--- src/hdl/wpm_pkg.sv ---
package wpm_pkg;

  // Default store capacity in bytes
  localparam int MAX_CHARS_DEF = 256;

  // Input item operation codes
  localparam logic [1:0] OP_CLEAR_PAT = 2'd0;
  localparam logic [1:0] OP_ADD_PAT   = 2'd1;
  localparam logic [1:0] OP_ADD_TEXT  = 2'd2;
  localparam logic [1:0] OP_EVAL      = 2'd3;

  // Configuration register indexes
  localparam logic [7:0] REG_SYNTAX_MODE = 8'd0;
  localparam logic [7:0] REG_CASE_SENS   = 8'd1;

  // Wildcard characters
  localparam logic [7:0] CH_PERCENT    = 8'h25;
  localparam logic [7:0] CH_UNDERSCORE = 8'h5F;
  localparam logic [7:0] CH_STAR       = 8'h2A;
  localparam logic [7:0] CH_QUESTION   = 8'h3F;

  // Matcher sequencer states
  typedef enum logic [1:0] {
    ENG_IDLE,
    ENG_FETCH,
    ENG_STEP,
    ENG_DONE
  } eng_state_t;

  // Top to matcher control
  typedef struct packed {
    logic start;
    logic take;
  } eng_ctl_t;

  // Matcher to top status
  typedef struct packed {
    logic done;
    logic matched;
  } eng_sts_t;

  // Fold A-Z to a-z, all other bytes unchanged
  function automatic logic [7:0] fold_az(input logic [7:0] c);
    logic [7:0] r;
    r = c;
    if (c >= 8'h41 && c <= 8'h5A) begin
      r = c + 8'd32;
    end
    return r;
  endfunction

endpackage

--- src/hdl/wpm_ram.sv ---
module wpm_ram #(
  parameter int WIDTH = 8,
  parameter int DEPTH = wpm_pkg::MAX_CHARS_DEF
) (
  input  logic                                    clk,
  input  logic                                    wr_en,
  input  logic [((DEPTH > 1) ? $clog2(DEPTH) : 1)-1:0] wr_addr,
  input  logic [WIDTH-1:0]                        wr_data,
  input  logic [((DEPTH > 1) ? $clog2(DEPTH) : 1)-1:0] rd_addr,
  output logic [WIDTH-1:0]                        rd_data
);

  logic [WIDTH-1:0] mem [DEPTH];
  logic [WIDTH-1:0] rd_data_r;

  // One write port, one registered read port
  always_ff @(posedge clk) begin
    if (wr_en) begin
      mem[wr_addr] <= wr_data;
    end
    rd_data_r <= mem[rd_addr];
  end

  assign rd_data = rd_data_r;

endmodule

--- src/hdl/wpm_engine.sv ---
module wpm_engine #(
  parameter int MAX_CHARS = wpm_pkg::MAX_CHARS_DEF,
  localparam int AW = (MAX_CHARS > 1) ? $clog2(MAX_CHARS) : 1,
  localparam int LW = $clog2(MAX_CHARS + 1)
) (
  input  logic              clk,
  input  logic              rst_n,
  input  wpm_pkg::eng_ctl_t ctl,
  input  logic              syntax_mode,
  input  logic              case_sensitive,
  input  logic [LW-1:0]     plen,
  input  logic [LW-1:0]     tlen,
  output logic [AW-1:0]     p_addr,
  output logic [AW-1:0]     t_addr,
  input  logic [7:0]        p_data,
  input  logic [7:0]        t_data,
  output wpm_pkg::eng_sts_t sts
);

  wpm_pkg::eng_state_t state_r, state_nxt;

  logic [LW-1:0] pi_r, pi_nxt;
  logic [LW-1:0] ti_r, ti_nxt;
  logic [LW-1:0] anchor_p_r, anchor_p_nxt;
  logic [LW-1:0] anchor_t_r, anchor_t_nxt;
  logic          anchored_r, anchored_nxt;
  logic          tail_r, tail_nxt;
  logic          matched_r, matched_nxt;

  logic [7:0] any_run;
  logic [7:0] any_one;
  logic       exact;
  logic       bytes_eq;
  logic       p_valid;
  logic       p_run;
  logic       p_hit;
  logic       t_left;
  logic       fin;

  // Shared compare unit: mode decode and one pattern/text byte compare
  always_comb begin
    any_run  = syntax_mode ? wpm_pkg::CH_STAR : wpm_pkg::CH_PERCENT;
    any_one  = syntax_mode ? wpm_pkg::CH_QUESTION : wpm_pkg::CH_UNDERSCORE;
    exact    = !syntax_mode && case_sensitive;
    bytes_eq = exact ? (t_data == p_data)
                     : (wpm_pkg::fold_az(t_data) == wpm_pkg::fold_az(p_data));
    p_valid  = pi_r < plen;
    t_left   = ti_r < tlen;
    p_run    = p_valid && (p_data == any_run);
    p_hit    = p_valid && ((p_data == any_one) || bytes_eq);
    // walk ends this step: tail ran out of wildcards, or mismatch with no anchor
    if (tail_r) begin
      fin = !p_run;
    end else begin
      fin = t_left && !p_run && !p_hit && !anchored_r;
    end
  end

  // Store addresses follow the walk pointers
  assign p_addr = pi_r[AW-1:0];
  assign t_addr = ti_r[AW-1:0];

  // Next state
  always_comb begin
    state_nxt = state_r;
    case (state_r)
      wpm_pkg::ENG_IDLE: begin
        if (ctl.start) begin
          state_nxt = wpm_pkg::ENG_FETCH;
        end
      end
      wpm_pkg::ENG_FETCH: begin
        state_nxt = wpm_pkg::ENG_STEP;
      end
      wpm_pkg::ENG_STEP: begin
        state_nxt = fin ? wpm_pkg::ENG_DONE : wpm_pkg::ENG_FETCH;
      end
      wpm_pkg::ENG_DONE: begin
        if (ctl.take) begin
          state_nxt = wpm_pkg::ENG_IDLE;
        end
      end
      default: begin
        state_nxt = wpm_pkg::ENG_IDLE;
      end
    endcase
  end

  // Walk pointers and anchor
  always_comb begin
    pi_nxt       = pi_r;
    ti_nxt       = ti_r;
    anchor_p_nxt = anchor_p_r;
    anchor_t_nxt = anchor_t_r;
    anchored_nxt = anchored_r;
    tail_nxt     = tail_r;
    matched_nxt  = matched_r;
    case (state_r)
      wpm_pkg::ENG_IDLE: begin
        if (ctl.start) begin
          pi_nxt       = '0;
          ti_nxt       = '0;
          anchored_nxt = 1'b0;
          tail_nxt     = 1'b0;
          matched_nxt  = 1'b0;
        end
      end
      wpm_pkg::ENG_STEP: begin
        if (tail_r) begin
          // trailing any-run wildcards after the text is used up
          if (p_run) begin
            pi_nxt = pi_r + 1'b1;
          end else begin
            matched_nxt = (pi_r == plen);
          end
        end else if (!t_left) begin
          tail_nxt = 1'b1;
        end else if (p_run) begin
          anchored_nxt = 1'b1;
          anchor_p_nxt = pi_r;
          anchor_t_nxt = ti_r;
          pi_nxt       = pi_r + 1'b1;
        end else if (p_hit) begin
          pi_nxt = pi_r + 1'b1;
          ti_nxt = ti_r + 1'b1;
        end else if (anchored_r) begin
          // backtrack: wildcard swallows one more text byte
          pi_nxt       = anchor_p_r + 1'b1;
          anchor_t_nxt = anchor_t_r + 1'b1;
          ti_nxt       = anchor_t_r + 1'b1;
        end else begin
          matched_nxt = 1'b0;
        end
      end
      default: begin
      end
    endcase
  end

  always_ff @(posedge clk) begin
    if (!rst_n) begin
      state_r <= wpm_pkg::ENG_IDLE;
    end else begin
      state_r <= state_nxt;
    end
    pi_r       <= pi_nxt;
    ti_r       <= ti_nxt;
    anchor_p_r <= anchor_p_nxt;
    anchor_t_r <= anchor_t_nxt;
    anchored_r <= anchored_nxt;
    tail_r     <= tail_nxt;
    matched_r  <= matched_nxt;
  end

  assign sts.done    = (state_r == wpm_pkg::ENG_DONE);
  assign sts.matched = matched_r;

endmodule

--- src/hdl/wildcard_pattern_matcher.sv ---
// Wildcard pattern matcher.
// Input channel (in_valid/in_ready, in_operation, in_char_byte): clear pattern,
// append a pattern byte, append a text byte, or evaluate the stored text.
// Clear and append items produce no result.
// An evaluate item produces one result item (out_matched, out_overflow) on
// the out_valid/out_ready channel; out_overflow forces out_matched low.
// Evaluate walks both byte stores with one shared compare unit; each walk
// step is a store read, then a compare/advance, since each store has a
// single registered read port. in_ready is low for the whole walk and rises
// again in the same cycle as out_valid, when the result is handed over.
// After evaluate the text store is emptied; the pattern is kept until a
// clear item.
// A stalled receiver holds the result in the output register; load items
// are still accepted, and a further evaluate waits before handing over.
// Configuration (cfg_valid/cfg_ready, cfg_index, cfg_data) is always ready;
// index 0 is syntax mode (0 LIKE, 1 glob), index 1 case sensitivity (LIKE only).
// Synchronous active-low reset empties both stores and clears overflow
// flags and configuration; no clearing pass is needed.
module wildcard_pattern_matcher #(
  parameter int MAX_CHARS = wpm_pkg::MAX_CHARS_DEF
) (
  input  logic       clk,
  input  logic       rst_n,
  input  logic       in_valid,
  output logic       in_ready,
  input  logic [1:0] in_operation,
  input  logic [7:0] in_char_byte,
  output logic       out_valid,
  input  logic       out_ready,
  output logic       out_matched,
  output logic       out_overflow,
  input  logic       cfg_valid,
  output logic       cfg_ready,
  input  logic [7:0] cfg_index,
  input  logic       cfg_data
);

  localparam int AW = (MAX_CHARS > 1) ? $clog2(MAX_CHARS) : 1;
  localparam int LW = $clog2(MAX_CHARS + 1);

  logic          syntax_mode_r;
  logic          case_sens_r;
  logic [LW-1:0] plen_r, plen_nxt;
  logic [LW-1:0] tlen_r, tlen_nxt;
  logic          pov_r, pov_nxt;
  logic          tov_r, tov_nxt;
  logic          busy_r, busy_nxt;
  logic          out_valid_r, out_valid_nxt;
  logic          out_matched_r, out_matched_nxt;
  logic          out_overflow_r, out_overflow_nxt;

  logic          in_acc;
  logic          p_full;
  logic          t_full;
  logic          p_wr;
  logic          t_wr;
  logic [AW-1:0] p_rd_addr;
  logic [AW-1:0] t_rd_addr;
  logic [7:0]    p_rd_data;
  logic [7:0]    t_rd_data;

  wpm_pkg::eng_ctl_t eng_ctl;
  wpm_pkg::eng_sts_t eng_sts;

  assign in_acc    = in_valid && in_ready;
  assign in_ready  = !busy_r;
  assign cfg_ready = 1'b1;
  assign p_full    = (plen_r >= LW'(MAX_CHARS));
  assign t_full    = (tlen_r >= LW'(MAX_CHARS));
  assign p_wr      = in_acc && (in_operation == wpm_pkg::OP_ADD_PAT) && !p_full;
  assign t_wr      = in_acc && (in_operation == wpm_pkg::OP_ADD_TEXT) && !t_full;

  // Matcher handshake: start on evaluate, hand over when output slot frees
  assign eng_ctl.start = in_acc && (in_operation == wpm_pkg::OP_EVAL);
  assign eng_ctl.take  = eng_sts.done && (!out_valid_r || out_ready);

  // Store lengths, overflow flags, busy and output register
  always_comb begin
    plen_nxt         = plen_r;
    tlen_nxt         = tlen_r;
    pov_nxt          = pov_r;
    tov_nxt          = tov_r;
    busy_nxt         = busy_r;
    out_valid_nxt    = out_valid_r;
    out_matched_nxt  = out_matched_r;
    out_overflow_nxt = out_overflow_r;
    if (out_valid_r && out_ready) begin
      out_valid_nxt = 1'b0;
    end
    if (in_acc) begin
      case (in_operation)
        wpm_pkg::OP_CLEAR_PAT: begin
          plen_nxt = '0;
          pov_nxt  = 1'b0;
        end
        wpm_pkg::OP_ADD_PAT: begin
          if (p_full) begin
            pov_nxt = 1'b1;
          end else begin
            plen_nxt = plen_r + 1'b1;
          end
        end
        wpm_pkg::OP_ADD_TEXT: begin
          if (t_full) begin
            tov_nxt = 1'b1;
          end else begin
            tlen_nxt = tlen_r + 1'b1;
          end
        end
        wpm_pkg::OP_EVAL: begin
          busy_nxt = 1'b1;
        end
        default: begin
        end
      endcase
    end
    if (eng_ctl.take) begin
      out_valid_nxt    = 1'b1;
      out_overflow_nxt = pov_r || tov_r;
      out_matched_nxt  = eng_sts.matched && !(pov_r || tov_r);
      tlen_nxt         = '0;
      tov_nxt          = 1'b0;
      busy_nxt         = 1'b0;
    end
  end

  always_ff @(posedge clk) begin
    if (!rst_n) begin
      plen_r        <= '0;
      tlen_r        <= '0;
      pov_r         <= 1'b0;
      tov_r         <= 1'b0;
      busy_r        <= 1'b0;
      out_valid_r   <= 1'b0;
      syntax_mode_r <= 1'b0;
      case_sens_r   <= 1'b0;
    end else begin
      plen_r      <= plen_nxt;
      tlen_r      <= tlen_nxt;
      pov_r       <= pov_nxt;
      tov_r       <= tov_nxt;
      busy_r      <= busy_nxt;
      out_valid_r <= out_valid_nxt;
      // configuration registers; unknown indexes ignored
      if (cfg_valid && cfg_ready) begin
        case (cfg_index)
          wpm_pkg::REG_SYNTAX_MODE: syntax_mode_r <= cfg_data;
          wpm_pkg::REG_CASE_SENS:   case_sens_r   <= cfg_data;
          default: begin
          end
        endcase
      end
    end
    out_matched_r  <= out_matched_nxt;
    out_overflow_r <= out_overflow_nxt;
  end

  assign out_valid    = out_valid_r;
  assign out_matched  = out_matched_r;
  assign out_overflow = out_overflow_r;

  // Pattern store
  wpm_ram #(
    .WIDTH (8),
    .DEPTH (MAX_CHARS)
  ) u_pat_ram (
    .clk     (clk),
    .wr_en   (p_wr),
    .wr_addr (plen_r[AW-1:0]),
    .wr_data (in_char_byte),
    .rd_addr (p_rd_addr),
    .rd_data (p_rd_data)
  );

  // Text store
  wpm_ram #(
    .WIDTH (8),
    .DEPTH (MAX_CHARS)
  ) u_txt_ram (
    .clk     (clk),
    .wr_en   (t_wr),
    .wr_addr (tlen_r[AW-1:0]),
    .wr_data (in_char_byte),
    .rd_addr (t_rd_addr),
    .rd_data (t_rd_data)
  );

  // Matching walk
  wpm_engine #(
    .MAX_CHARS (MAX_CHARS)
  ) u_engine (
    .clk            (clk),
    .rst_n          (rst_n),
    .ctl            (eng_ctl),
    .syntax_mode    (syntax_mode_r),
    .case_sensitive (case_sens_r),
    .plen           (plen_r),
    .tlen           (tlen_r),
    .p_addr         (p_rd_addr),
    .t_addr         (t_rd_addr),
    .p_data         (p_rd_data),
    .t_data         (t_rd_data),
    .sts            (eng_sts)
  );

endmodule
--- config.mk ---
export PLATFORM = sky130hd
export DESIGN_NAME = wildcard_pattern_matcher
export DESIGN_NICKNAME = d
export VERILOG_FILES = /design/src/hdl/wpm_pkg.sv /design/src/hdl/wpm_ram.sv /design/src/hdl/wpm_engine.sv /design/src/hdl/wildcard_pattern_matcher.sv
export SDC_FILE = /design/constraint.sdc
export NUM_CORES = 2
export LEC_CHECK = 0
export BUFFER_PORTS_ARGS = -buffer_cell sky130_fd_sc_hd__clkbuf_2
export CORE_MARGIN = 4
export CORE_UTILIZATION = 63
export DETAILED_ROUTE_END_ITERATION = 7
export PLACE_DENSITY = 0.79
export RECOVER_POWER = 50
export SLEW_MARGIN = 20
export SYNTH_ARGS = -nofsm -noshare
export SYNTH_HDL_FRONTEND = slang
export SYNTH_SLANG_ARGS = --single-unit
--- constraint.sdc ---
create_clock -name clk -period 5 [get_ports clk]
set_input_delay 1.25 -clock clk [delete_from_list [all_inputs] [get_ports clk]]
set_output_delay 1.25 -clock clk [all_outputs]
set_load 0.02 [all_outputs]
==> impl_metrics.csv <==
group,metric,value,unit
worst_setup_path,slowest_delay,1980,ps
worst_setup_path,r2r_cells,7,
worst_setup_path,cp-start-kind,"input port",
clocking,cts_buffer_depth,4,
worst_setup_path,path_depth,2,
floorplanning,start_util,63.3,%
pwr,power_frac_comb,4.3,%
synth,synth-edff-count,4137,
worst_setup_path,reg2reg_from,"u_engine.ti_r[1]",
drt,firstDrtPassIters,8,
timing,fin_skew,34.4,ps
timing,whs,537,ps
timing,setup_viol,0,
synth,yosys_warnings,0,
run_status,violations,"max-capacitance violations, max-slew violations",
hold_path,hold_path.class,"reg -> reg",
timing,fin_ws,502,ps
drt,drc_errors,0,
synth,ys_seq_area_share,77.0,%
synth,synth_nets,7280,
worst_setup_path,critPathRequiredTime,5430,ps
clocking,htree_num_levels,5,
layout,nets,7822,
pwr,leakage,56.9,nW
pwr,ir_drop,0.000348,V
worst_setup_path,crit_chain,"clkbuf_2 > clkbuf_1",
worst_setup_path,crit_family,"buffers and inverters",
clocking,clkSlewWorstSetupHoldPaths,70,ps
floorplanning,die_height,516,um
drt,drtIter0Drc,15400,
drt,vias,85200,
timing,rsz0062_at_grt,"no",
timing,finalCritPeriodShare,90.0,%
synth,synth_cell_type_count,66,
timing,maxSlewHeadroom,-179,%
grt,grt_antenna_before_repair,41,
clocking,post_cts_buffers,0,
timing,fmax,0.222,GHz
pwr,switching_share,21.3,%
grt,grt_pass1_vias,84500,
grt,grt_overflow_total,0,
worst_setup_path,critPathMaxFanout,81,
worst_setup_path,path_buf_inv,2,
worst_setup_path,worst-setup-path-type,"in -> reg",
synth,async_flop_share,0,%
layout,syn_to_final_growth,12.6,%
grt,grt.total_usage,34.0,%
synth,ys.flop_type,"edfxtp_1",
clocking,insertion_delay,950,ps
worst_setup_path,crit_slowest_cell,"clkbuf_2",
timing,slew_viol_final,1448,
job,drv_cap,25,
worst_setup_path,timing.rr.end,"u_txt_ram.rd_data[0]",
floorplanning,core,257000,sq um
clocking,cts_num_sinks,4179,
layout,drive_gt1_share,29.3,%
worst_setup_path,rrSetupSlack,860,ps
floorplanning,die-area,266000,sq um
drt,drt_wl_total,446,mm
drt,wire_per_inst,38.8,um
timing,tightest_slew,4180,ps
run_status,outcome,"complete, but fails checks",
synth,synthCells,7225,
synth,synth-seq-cells,4179,
pwr,p_clk_share,42.8,%
floorplanning,io_pins,29,
clocking,cts_root_buf,"clkbuf_16",
grt,grt_start_max_net_pins,114,
worst_setup_path,startpoint,"in_char_byte[7]",
synth,syn_area,162000,sq um
worst_setup_path,worstSetupEndpointType,"flop",
timing,finalCriticalPeriod,4500,ps
pwr,power_density,399,nW/um^2
timing,finalHoldViolations,0,
clocking,cts-resized-gates,0,
timing,finalSetupTns,0,ps
pwr,p_switching,15.6,mW
clocking,cts_tree,"done",
floorplanning,rows,186,
placed_design,dp_slack,688,ps
layout,postLayoutCoreUtil,71.2,%
pwr,p_int,57.3,mW
drt,drt-vias-per-instance,7.41,
grt,grt_pass1_wl,640,mm
clocking,cts_hold_buf,0,
drt,ant_nets,0,
floorplanning,die_w,516,um
placed_design,gp_congestion,0.912,
synth,syn-mean-instance-area,22.5,sq um
worst_setup_path,crit_arrival,4930,ps
worst_setup_path,endpoint,"u_txt_ram.mem[11][7]",
placed_design,io_buffer_count,27,
pwr,seqPwrFrac,53.0,%
clocking,numCtsBuffers,399,
placed_design,dpl.hpwl,248,mm
==> cell type report <==
class | count | area (sq um)
antenna | 24 | 60.1
clock buffer | 452 | 10300
clock inverter | 269 | 3010
fill | 13500 | 73900
inverter | 33 | 124
multi-input combinational | 2612 | 35500
sequential | 4179 | 125000
tap | 3384 | 4230
timing repair buffer | 542 | 4550
==> synthesized netlist by cell type, drive strengths merged, types with 4 or more instances <==
cell,instances,share of area [%]
edfxtp,4137,76
mux4,1244,17
nor2,607,1.4
buf,203,0.68
clkbuf,198,0.46
nand2,135,0.31
nand3,74,0.23
mux2i,69,0.43
a22oi,66,0.31
a21oi,60,0.18
dfxtp,42,0.52
xnor2,35,0.19
o21ai,34,0.10
ha,31,0.24
inv,31,0.072
nor3,28,0.086
a211oi,26,0.12
nor2b,22,0.085
and3,17,0.065
nand4,16,0.062
xor2,15,0.081
a221oi,12,0.065
o22ai,10,0.039
mux2,9,0.062
nand2b,9,0.035
nor4,8,0.031
a31oi,7,0.027
a22o,6,0.032
and2,6,0.023
or3,6,0.023
or4,5,0.023
a21o,4,0.018
o211ai,4,0.018
o31ai,4,0.018
or2,4,0.015
==> routing by layer <==
layer	GRT usage, %	up-vias	part of all wire (%)
met4	14.7	54	5.5
met1	47.3	43900	33
met2	50.9	8205	47
met3	10.7	1502	15
met5	0	-	0.087
li1	-	31600	-
==> worst min path at each step <==
stage | from | to | cells past startpoint
global route | pov_r | pov_r | 2
detailed placement | pov_r | pov_r | 2
global placement | tov_r | tov_r | 2
CTS | pov_r | pov_r | 2
finish | pov_r | pov_r | 2
floorplan | pov_r | pov_r | 2
==> logic make-up (layout without fill, tap and decap cells) <==
family                     count (synthesis)  after routing  share of synthesized area (%)
buffers and inverters                    434           1296                           1.21
muxes                                   1322           1322                           17.7
and+or+nand+nor                          946            946                           2.44
other                                      1             25                        0.00231
DFF                                     4179           4179                           77.0
adders and majority gates                 31             31                          0.239
xor gates and xnor gates                  50             50                          0.270
AOI/OAI and AO/OA                        262            262                           1.09
==> power by group through the flow <==
stage / combinational (mW) / sequential [mW] / clock (mW)
final: 3.11 / 38.6 / 31.2
after global routing: 3.20 / 38.6 / 32.9
after CTS: 3.09 / 38.6 / 31.2
after detailed placement: 3.00 / 39.3 / 0
after global placement: 2.93 / 39.3 / 0
after floorplan: 1.56 / 39.3 / 0
==> worst min-delay path: stages (launching register included) <==
cell	delay [ps]
dfxtp_1	350
a31oi_1	50
nor2_1	100
==> flip-flops by register name, indices dropped and copies added, names as in the netlist, 2 cells and up <==
name and cells:
u_txt_ram.rd_data 8, u_txt_ram.mem 2048, u_engine.ti_r 9, u_engine.anchor_p_r 9, u_engine.state_r 2, plen_r 9, u_engine.pi_r 9, u_pat_ram.mem 2048
u_engine.anchor_t_r 9, u_pat_ram.rd_data 8, tlen_r 9
==> cell usage in the layout, fill, tap and decap left out, types with 33 or more instances in the layout <==
cell       Yosys  layout
clkinv_1       2      81
buf_4         23     389
bufinv_16      0      54
a21oi_1       60      60
mux2i_1       69      69
nand2_1      135     131
dfxtp_1       42      42
clkbuf_16      0     404
xnor2_1       35      35
nand3_1       74      68
edfxtp_1    4137    4137
mux4_2      1244    1244
a22oi_1       66      66
o21ai_0       33      33
buf_12         0      61
clkbuf_1     198      96
clkinv_2       0      58
nor2_1       607     601
clkbuf_2       0      42
==> per-stage QoR <==
stage / instances / instance area [sq um] / total power [mW]
6_report: 11500 / 183000 / 72.9
2_1_floorplan: 7225 / 162000 / 40.8
4_1_cts: 11500 / 183000 / 72.9
5_1_grt: 11500 / 183000 / 74.7
3_3_place_gp: 10800 / 170000 / 42.2
3_5_place_dp: 10800 / 170000 / 42.3
Note: power is estimated with default switching activity, not from simulation.
